==> src/hw/rtl/hkd_pkg.sv <==
// ============================================================================
// hkd_pkg
// Shared constants for the keyboard report new-key detector.
// ============================================================================
package hkd_pkg;

    localparam int CodeWidth   = 8;
    localparam int ReportBytes = 8;
    localparam int SlotBase    = 2;
    localparam int MaxSlots    = 6;
    localparam int ReportWidth = ReportBytes * CodeWidth;

    localparam logic [CodeWidth-1:0] ShiftMask = 8'h22;

    localparam int QueueDepth  = 2;
    localparam int QueuePtrW   = $clog2(QueueDepth);
    localparam int QueueCountW = $clog2(QueueDepth + 1);

endpackage

==> src/hw/rtl/hkd_front.sv <==
// ============================================================================
// hkd_front
// Accepts reports, checks validity, finds new keys against the stored
// previous keys and updates that store.
// ============================================================================
module hkd_front
    import hkd_pkg::*;
#(
    parameter int KEY_SLOTS = 6
) (
    input  logic                           aclk,
    input  logic                           aresetn,
    input  logic                           s_axis_tvalid,
    output logic                           s_axis_tready,
    input  logic [ReportWidth-1:0]         s_axis_tdata,
    output logic                           push_valid,
    input  logic                           push_ready,
    output logic [KEY_SLOTS*CodeWidth-1:0] push_keys,
    output logic [KEY_SLOTS-1:0]           push_mask,
    output logic                           push_shift
);

    logic [KEY_SLOTS-1:0][CodeWidth-1:0] prev_reg;
    logic [KEY_SLOTS-1:0][CodeWidth-1:0] prev_next;
    logic [KEY_SLOTS-1:0][CodeWidth-1:0] key;
    logic [KEY_SLOTS-1:0]                new_mask;
    logic                                all_same;
    logic                                accept;

    always_comb begin
        for (int i = 0; i < KEY_SLOTS; i++) begin
            key[i] = s_axis_tdata[(SlotBase + i) * CodeWidth +: CodeWidth];
        end
    end

    always_comb begin
        all_same = 1'b1;
        for (int b = 1; b < ReportBytes; b++) begin
            if (s_axis_tdata[b * CodeWidth +: CodeWidth] != s_axis_tdata[CodeWidth-1:0]) begin
                all_same = 1'b0;
            end
        end
    end

    // allowed marks stored slots at or past the search position
    always_comb begin
        logic [KEY_SLOTS-1:0] allowed;
        logic [KEY_SLOTS-1:0] cand;
        logic [KEY_SLOTS-1:0] smear;
        logic                 active;
        allowed  = '1;
        active   = 1'b1;
        new_mask = '0;
        for (int i = 0; i < KEY_SLOTS; i++) begin
            active = active && (key[i] != '0);
            for (int j = 0; j < KEY_SLOTS; j++) begin
                cand[j] = allowed[j] && (prev_reg[j] == key[i]);
            end
            smear[0] = cand[0];
            for (int j = 1; j < KEY_SLOTS; j++) begin
                smear[j] = smear[j-1] | cand[j];
            end
            if (active) begin
                new_mask[i] = (cand == '0);
                allowed     = smear;
            end
        end
    end

    assign s_axis_tready = push_ready;
    assign accept        = s_axis_tvalid && s_axis_tready;
    assign push_valid    = s_axis_tvalid && !all_same && (new_mask != '0);
    assign push_keys     = key;
    assign push_mask     = new_mask;
    assign push_shift    = (s_axis_tdata[CodeWidth-1:0] & ShiftMask) != '0;
    assign prev_next     = all_same ? '0 : key;

    always_ff @(posedge aclk) begin
        if (!aresetn) begin
            prev_reg <= '0;
        end else if (accept) begin
            prev_reg <= prev_next;
        end
    end

endmodule

==> src/hw/rtl/hkd_queue.sv <==
// ============================================================================
// hkd_queue
// Short register queue between the classifier and the key emitter.
// ============================================================================
module hkd_queue
    import hkd_pkg::*;
#(
    parameter int WIDTH = 55
) (
    input  logic             aclk,
    input  logic             aresetn,
    input  logic             push_valid,
    output logic             push_ready,
    input  logic [WIDTH-1:0] push_data,
    output logic             pop_valid,
    input  logic             pop_ready,
    output logic [WIDTH-1:0] pop_data
);

    logic [WIDTH-1:0]       mem_reg [QueueDepth];
    logic [QueuePtrW-1:0]   wr_ptr_reg;
    logic [QueuePtrW-1:0]   rd_ptr_reg;
    logic [QueueCountW-1:0] count_reg;
    logic [QueueCountW-1:0] count_next;
    logic                   do_push;
    logic                   do_pop;

    assign push_ready = count_reg != QueueCountW'(QueueDepth);
    assign pop_valid  = count_reg != '0;
    assign pop_data   = mem_reg[rd_ptr_reg];
    assign do_push    = push_valid && push_ready;
    assign do_pop     = pop_valid && pop_ready;

    always_comb begin
        count_next = count_reg;
        case ({do_push, do_pop})
            2'b10:   count_next = count_reg + 1'b1;
            2'b01:   count_next = count_reg - 1'b1;
            default: count_next = count_reg;
        endcase
    end

    always_ff @(posedge aclk) begin
        if (!aresetn) begin
            wr_ptr_reg <= '0;
            rd_ptr_reg <= '0;
            count_reg  <= '0;
        end else begin
            if (do_push) begin
                wr_ptr_reg <= wr_ptr_reg + 1'b1;
            end
            if (do_pop) begin
                rd_ptr_reg <= rd_ptr_reg + 1'b1;
            end
            count_reg <= count_next;
        end
    end

    always_ff @(posedge aclk) begin
        if (do_push) begin
            mem_reg[wr_ptr_reg] <= push_data;
        end
    end

endmodule

==> src/hw/rtl/hkd_back.sv <==
// ============================================================================
// hkd_back
// Emits the new keys of one queued report, one word per cycle while
// m_axis_tready is high, lowest slot first, marking the final one.
// ============================================================================
module hkd_back
    import hkd_pkg::*;
#(
    parameter int KEY_SLOTS = 6
) (
    input  logic                           aclk,
    input  logic                           aresetn,
    input  logic                           pop_valid,
    output logic                           pop_ready,
    input  logic [KEY_SLOTS*CodeWidth-1:0] pop_keys,
    input  logic [KEY_SLOTS-1:0]           pop_mask,
    input  logic                           pop_shift,
    output logic                           m_axis_tvalid,
    input  logic                           m_axis_tready,
    output logic [CodeWidth-1:0]           m_axis_tdata,
    output logic                           m_axis_tlast,
    output logic [0:0]                     m_axis_tuser
);

    logic [KEY_SLOTS-1:0][CodeWidth-1:0] keys_reg;
    logic [KEY_SLOTS-1:0]                mask_reg;
    logic                                shift_reg;
    logic                                valid_reg;
    logic [KEY_SLOTS-1:0]                lowest;
    logic [CodeWidth-1:0]                code;
    logic                                last;
    logic                                take;
    logic                                load;

    assign lowest = mask_reg & (~mask_reg + 1'b1);
    assign last   = (mask_reg & ~lowest) == '0;

    always_comb begin
        code = '0;
        for (int j = 0; j < KEY_SLOTS; j++) begin
            if (lowest[j]) begin
                code = code | keys_reg[j];
            end
        end
    end

    assign take      = valid_reg && m_axis_tready;
    assign load      = !valid_reg || (take && last);
    assign pop_ready = load;

    assign m_axis_tvalid   = valid_reg;
    assign m_axis_tdata    = code;
    assign m_axis_tlast    = last;
    assign m_axis_tuser[0] = shift_reg;

    always_ff @(posedge aclk) begin
        if (!aresetn) begin
            valid_reg <= 1'b0;
        end else if (load) begin
            valid_reg <= pop_valid;
        end
    end

    always_ff @(posedge aclk) begin
        if (load && pop_valid) begin
            keys_reg  <= pop_keys;
            mask_reg  <= pop_mask;
            shift_reg <= pop_shift;
        end else if (take) begin
            mask_reg  <= mask_reg & ~lowest;
        end
    end

endmodule

==> src/hw/rtl/hid_keyboard_new_key_detect.sv <==
// ============================================================================
// hid_keyboard_new_key_detect
// New-key detection for USB HID boot keyboard reports.
// ============================================================================
// Input stream: one word per 8-byte boot report. An all-equal report clears
// the stored keys and yields nothing. Otherwise each key slot up to the
// first empty one is compared with the previous report's keys, and every
// key not found is sent out on the result stream with the shift flag
// (tuser) and tlast on the final new key of the report.
// Throughput: the front takes one report per cycle while the two-entry
// queue has room; the emitter sends one key word per cycle while m_axis_tready
// is high, so a report with k new keys holds it for k words (up to KEY_SLOTS).
// Order: an accepted report is written into the queue, then loaded into
// the emitter registers when the emitter is free, which show its first key.
// Stall: when m_axis_tready is low the current word holds; reports keep
// entering until the queue is full, then s_axis_tready drops.
// Reset: the stored keys read as zero, the queue empties and no word is
// shown on the result stream.
// ============================================================================
module hid_keyboard_new_key_detect
    import hkd_pkg::*;
#(
    parameter int KEY_SLOTS = 6
) (
    input  logic                   aclk,
    input  logic                   aresetn,
    input  logic                   s_axis_tvalid,
    output logic                   s_axis_tready,
    // modifier_byte, reserved_byte, slot0_code .. slot5_code
    input  logic [ReportWidth-1:0] s_axis_tdata,
    output logic                   m_axis_tvalid,
    input  logic                   m_axis_tready,
    // pressed_code
    output logic [CodeWidth-1:0]   m_axis_tdata,
    output logic                   m_axis_tlast,
    // shift_held
    output logic [0:0]             m_axis_tuser
);

    localparam int KeysW  = KEY_SLOTS * CodeWidth;
    localparam int EntryW = KeysW + KEY_SLOTS + 1;

    logic                 push_valid;
    logic                 push_ready;
    logic [KeysW-1:0]     push_keys;
    logic [KEY_SLOTS-1:0] push_mask;
    logic                 push_shift;
    logic                 pop_valid;
    logic                 pop_ready;
    logic [EntryW-1:0]    pop_data;

    hkd_front #(
        .KEY_SLOTS (KEY_SLOTS)
    ) u_front (
        .aclk          (aclk),
        .aresetn       (aresetn),
        .s_axis_tvalid (s_axis_tvalid),
        .s_axis_tready (s_axis_tready),
        .s_axis_tdata  (s_axis_tdata),
        .push_valid    (push_valid),
        .push_ready    (push_ready),
        .push_keys     (push_keys),
        .push_mask     (push_mask),
        .push_shift    (push_shift)
    );

    hkd_queue #(
        .WIDTH (EntryW)
    ) u_queue (
        .aclk       (aclk),
        .aresetn    (aresetn),
        .push_valid (push_valid),
        .push_ready (push_ready),
        .push_data  ({push_shift, push_mask, push_keys}),
        .pop_valid  (pop_valid),
        .pop_ready  (pop_ready),
        .pop_data   (pop_data)
    );

    hkd_back #(
        .KEY_SLOTS (KEY_SLOTS)
    ) u_back (
        .aclk          (aclk),
        .aresetn       (aresetn),
        .pop_valid     (pop_valid),
        .pop_ready     (pop_ready),
        .pop_keys      (pop_data[KeysW-1:0]),
        .pop_mask      (pop_data[KeysW +: KEY_SLOTS]),
        .pop_shift     (pop_data[EntryW-1]),
        .m_axis_tvalid (m_axis_tvalid),
        .m_axis_tready (m_axis_tready),
        .m_axis_tdata  (m_axis_tdata),
        .m_axis_tlast  (m_axis_tlast),
        .m_axis_tuser  (m_axis_tuser)
    );

endmodule

==> config.mk <==
export PLATFORM = sky130hd
export DESIGN_NAME = hid_keyboard_new_key_detect
export DESIGN_NICKNAME = d
export VERILOG_FILES = /design/src/hw/rtl/hkd_pkg.sv /design/src/hw/rtl/hkd_front.sv /design/src/hw/rtl/hkd_queue.sv /design/src/hw/rtl/hkd_back.sv /design/src/hw/rtl/hid_keyboard_new_key_detect.sv
export SDC_FILE = /design/constraint.sdc
export NUM_CORES = 1
export LEC_CHECK = 0
export ABC_AREA = 1
export BUFFER_PORTS_ARGS = -buffer_cell sky130_fd_sc_hd__buf_2
export CORE_MARGIN = 5
export CORE_UTILIZATION = 62
export CTS_CLUSTER_DIAMETER = 100
export DETAILED_ROUTE_END_ITERATION = 8
export PLACE_DENSITY = 0.92
export SYNTH_ARGS = -nofsm -noshare
export SYNTH_HDL_FRONTEND = slang
export SYNTH_SLANG_ARGS = --single-unit
export TNS_END_PERCENT = 1
==> constraint.sdc <==
create_clock -name aclk -period 6 [get_ports aclk]
set_input_delay 0.6 -clock aclk [delete_from_list [all_inputs] [get_ports aclk]]
set_output_delay 0.6 -clock aclk [all_outputs]
set_load 0.03 [all_outputs]
==> reports/qor.yml <==
place_congestion: 1.04
clkTransAtPathRegs_ps: 60
synth_area_leaders: "edfxtp_1, nand2_1, dfxtp_1"
dieArea_mm2: 0.0248
period_needed_ps: 4460
layout-area-overhead-vs-synth_pct: 6.70
finalWorstSetupSlack_ps: 1540
fin_crit_sh_pct: 74.3
dr_wl_met3_um: 5520
fin_area_mm2: 0.0144
max_freq_mhz: 224
path_class: "flop to flop"
stdcell_count: 1836
rsz0062_at_grt: "no"
cp.arrival_ps: 4630
cp-end-kind: "flop"
wl_per_cell_um: 26.3
ys.flop_type: "edfxtp_1"
cts_setup_buffers: 0
required_ps: 6170
hold_buffers: 0
hpwl_um: 33200
setup-violations-final: 0
drt-initial-drc-count: 1607
grt_max_degree: 61
finClkSkew_ps: 16.1
power_mw: 5.34
antenna_cells: 0
setup.worst_path.start_class: "flop"
rows: 54
ys_seq_area_share_pct: 44.7
hold_class: "primary input to flop"
ios: 80
cts_tree: "yes"
peakVddDrop_mv: 0.226
route.antenna.remaining_nets: 0
syn_area_per_cell_um2: 8.70
tns_ps: 0
drt_wl_total_um: 48300
slowest_stage: "dfxtp_1"
async_reset_ff_share_pct: 0
hold_violations: 0
place_ws_ps: 1280
cp_common_cell: "nand3_1"
met2WireLength_um: 21900
synth_cells: 1554
cap_violations: 0
r2r_end: "u_queue.mem_reg[1][7]"
synth_cell_types: 51
viasPerCell: 6.41
io_buffers: 79
reg2reg_depth: 25
grt_pass1_wl_um: 71400
dp.cells: 1795
grt_pass1_vias: 11300
worstPathMaxFanout: 28
holdPathEnd: "u_queue.wr_ptr_reg"
whs_ps: 359
clkSinkCount: 219
syn_nets: 1623
die_h_um: 158
drt-met1-wl_um: 17400
synth_edf_count: 165
first_pass_iters: 9
min_from: "aresetn"
vias: 11800
cts_max_path_buffers: 3
post-route-util_pct: 66.7
yosys.area.top_type: "edfxtp_1"
ys_seq_elements: 219
synth_top_area_share_pct: 36.7
slew_headroom_pct: 25.8
drc: 0
critPathMaxStageDelay_ps: 640
nets: 1609
syn_area_mm2: 0.0135
clk_latency_ps: 520
h-tree-depth: 1
placed_area_mm2: 0.0137
cts_resized: 0
hold_depth: 3
grt_usage_pct: 38.7
worst_slew_pin_slew_ps: 1100
initial_core_util_pct: 62.5
fill_cells: 1664
status: "completed"
r2r_slack_ps: 1540
ys_warn_count: 0
p_per_area_mw_per_mm2: 370
top_layer: "met4"
cts_buffers: 23
antenna_found_initial: 0
final_max_slew_viol_count: 0
die_width_um: 158
timing.rr.start: "u_front.prev_reg[4]"
largest_register_ffs: 110
grt_overflow: 0
drive_gt1_share_pct: 16.3
root_buffer: "clkbuf_16"
core-area_mm2: 0.0216
power.leakage_nw: 5.81
## critical path: cells and delay by family (launching register included)
kind / cells / cell delay [ps]
simple gates: 20 / 2240
buf+inv: 4 / 1120
flops: 1 / 640
compound gates: 1 / 80
## power breakdown
group | leakage (nW) | internal [mW] | total, mW | switching (mW)
Combinational | 3.48 | 0.490 | 1.55 | 1.06
Clock | 0.370 | 0.840 | 1.47 | 0.625
Sequential | 1.96 | 2.06 | 2.32 | 0.266
## how the worst max path moves through the flow
stage | start | to
6_report | u_front.prev_reg[4] | u_queue.mem_reg[1][7]
5_1_grt | u_front.prev_reg[4] | u_queue.mem_reg[1][15]
4_1_cts | u_front.prev_reg[4] | u_queue.mem_reg[1][6]
3_5_place_dp | s_axis_tdata[17] | u_queue.mem_reg[1][13]
3_3_place_gp | s_axis_tdata[16] | u_queue.mem_reg[1][6]
2_1_floorplan | s_axis_tdata[21] | u_queue.mem_reg[0][0]
## cells by family (layout without fill, tap and decap cells)
family	Yosys count	after routing	share of synthesized area (%)
flops	219	219	44.7
buf+inv	263	265	8.95
mux	50	50	4.16
compound gates	145	145	6.32
xor+xnor	206	206	13.4
fa+ha+maj	1	1	0.0926
simple gates	670	670	22.5
## synth_stat cells (3+ instances only)
master,n
o21ai_2,3
inv_2,13
nand4_1,62
buf_2,36
buf_6,13
xor2_1,117
a21oi_1,93
nand3_2,3
clkbuf_1,57
dfxtp_1,54
a221oi_1,10
inv_1,116
or2_2,10
buf_4,16
nor3_1,10
nor4_1,30
buf_1,5
o22ai_1,3
nand2_1,391
inv_4,4
nand3_1,55
a2111oi_0,3
edfxtp_1,165
o211ai_1,4
o2111ai_1,3
nand2_2,25
nor2_1,69
mux2_2,49
o21ai_0,17
nor2_2,3
xnor2_1,89
nand2_4,4
## metal layers
| metal | GRT usage (%) | vias to the layer above |
|---|---|---|
| met3 | 7.65 | 264 |
| met4 | 21.9 | 0 |
| met2 | 61.8 | 966 |
| met1 | 49.5 | 5444 |
| li1 | - | 5087 |
| met5 | 0 | - |
## final cells by class
type	count	area, um2	share of cell area, %
clock buffer	24	579	4.02
clock inverter	17	184	1.28
inverter	136	531	3.68
multi-input combinational	1072	6270	43.5
sequential	219	6040	41.9
tap	280	350	2.43
timing repair buffer	88	463	3.21
## layout by cell type, fill, tap and decap left out, types with 2 or more instances in the layout
cell type	n
o2111ai_1	3
nor2_2	3
nand3_1	55
edfxtp_1	165
dfxtp_1	53
buf_4	9
nand4_1	62
a221oi_1	10
xnor2_1	89
nand2_4	4
nor3_1	10
or2_2	10
clkinvlp_4	2
inv_1	114
inv_2	15
clkinv_2	3
clkinv_1	4
o22ai_1	3
mux2_2	49
o21ai_0	17
nor4_1	30
a21oi_1	93
bufinv_16	3
nand2_2	25
inv_6	6
a21oi_4	2
clkbuf_16	23
a2111oi_0	3
o21ai_2	3
nand2_1	391
nor2_1	68
xor2_1	117
clkinv_4	2
buf_2	79
nand3_2	3
inv_4	4
nor2_4	3
o211ai_1	4
Note: power is estimated with default switching activity, not from simulation.
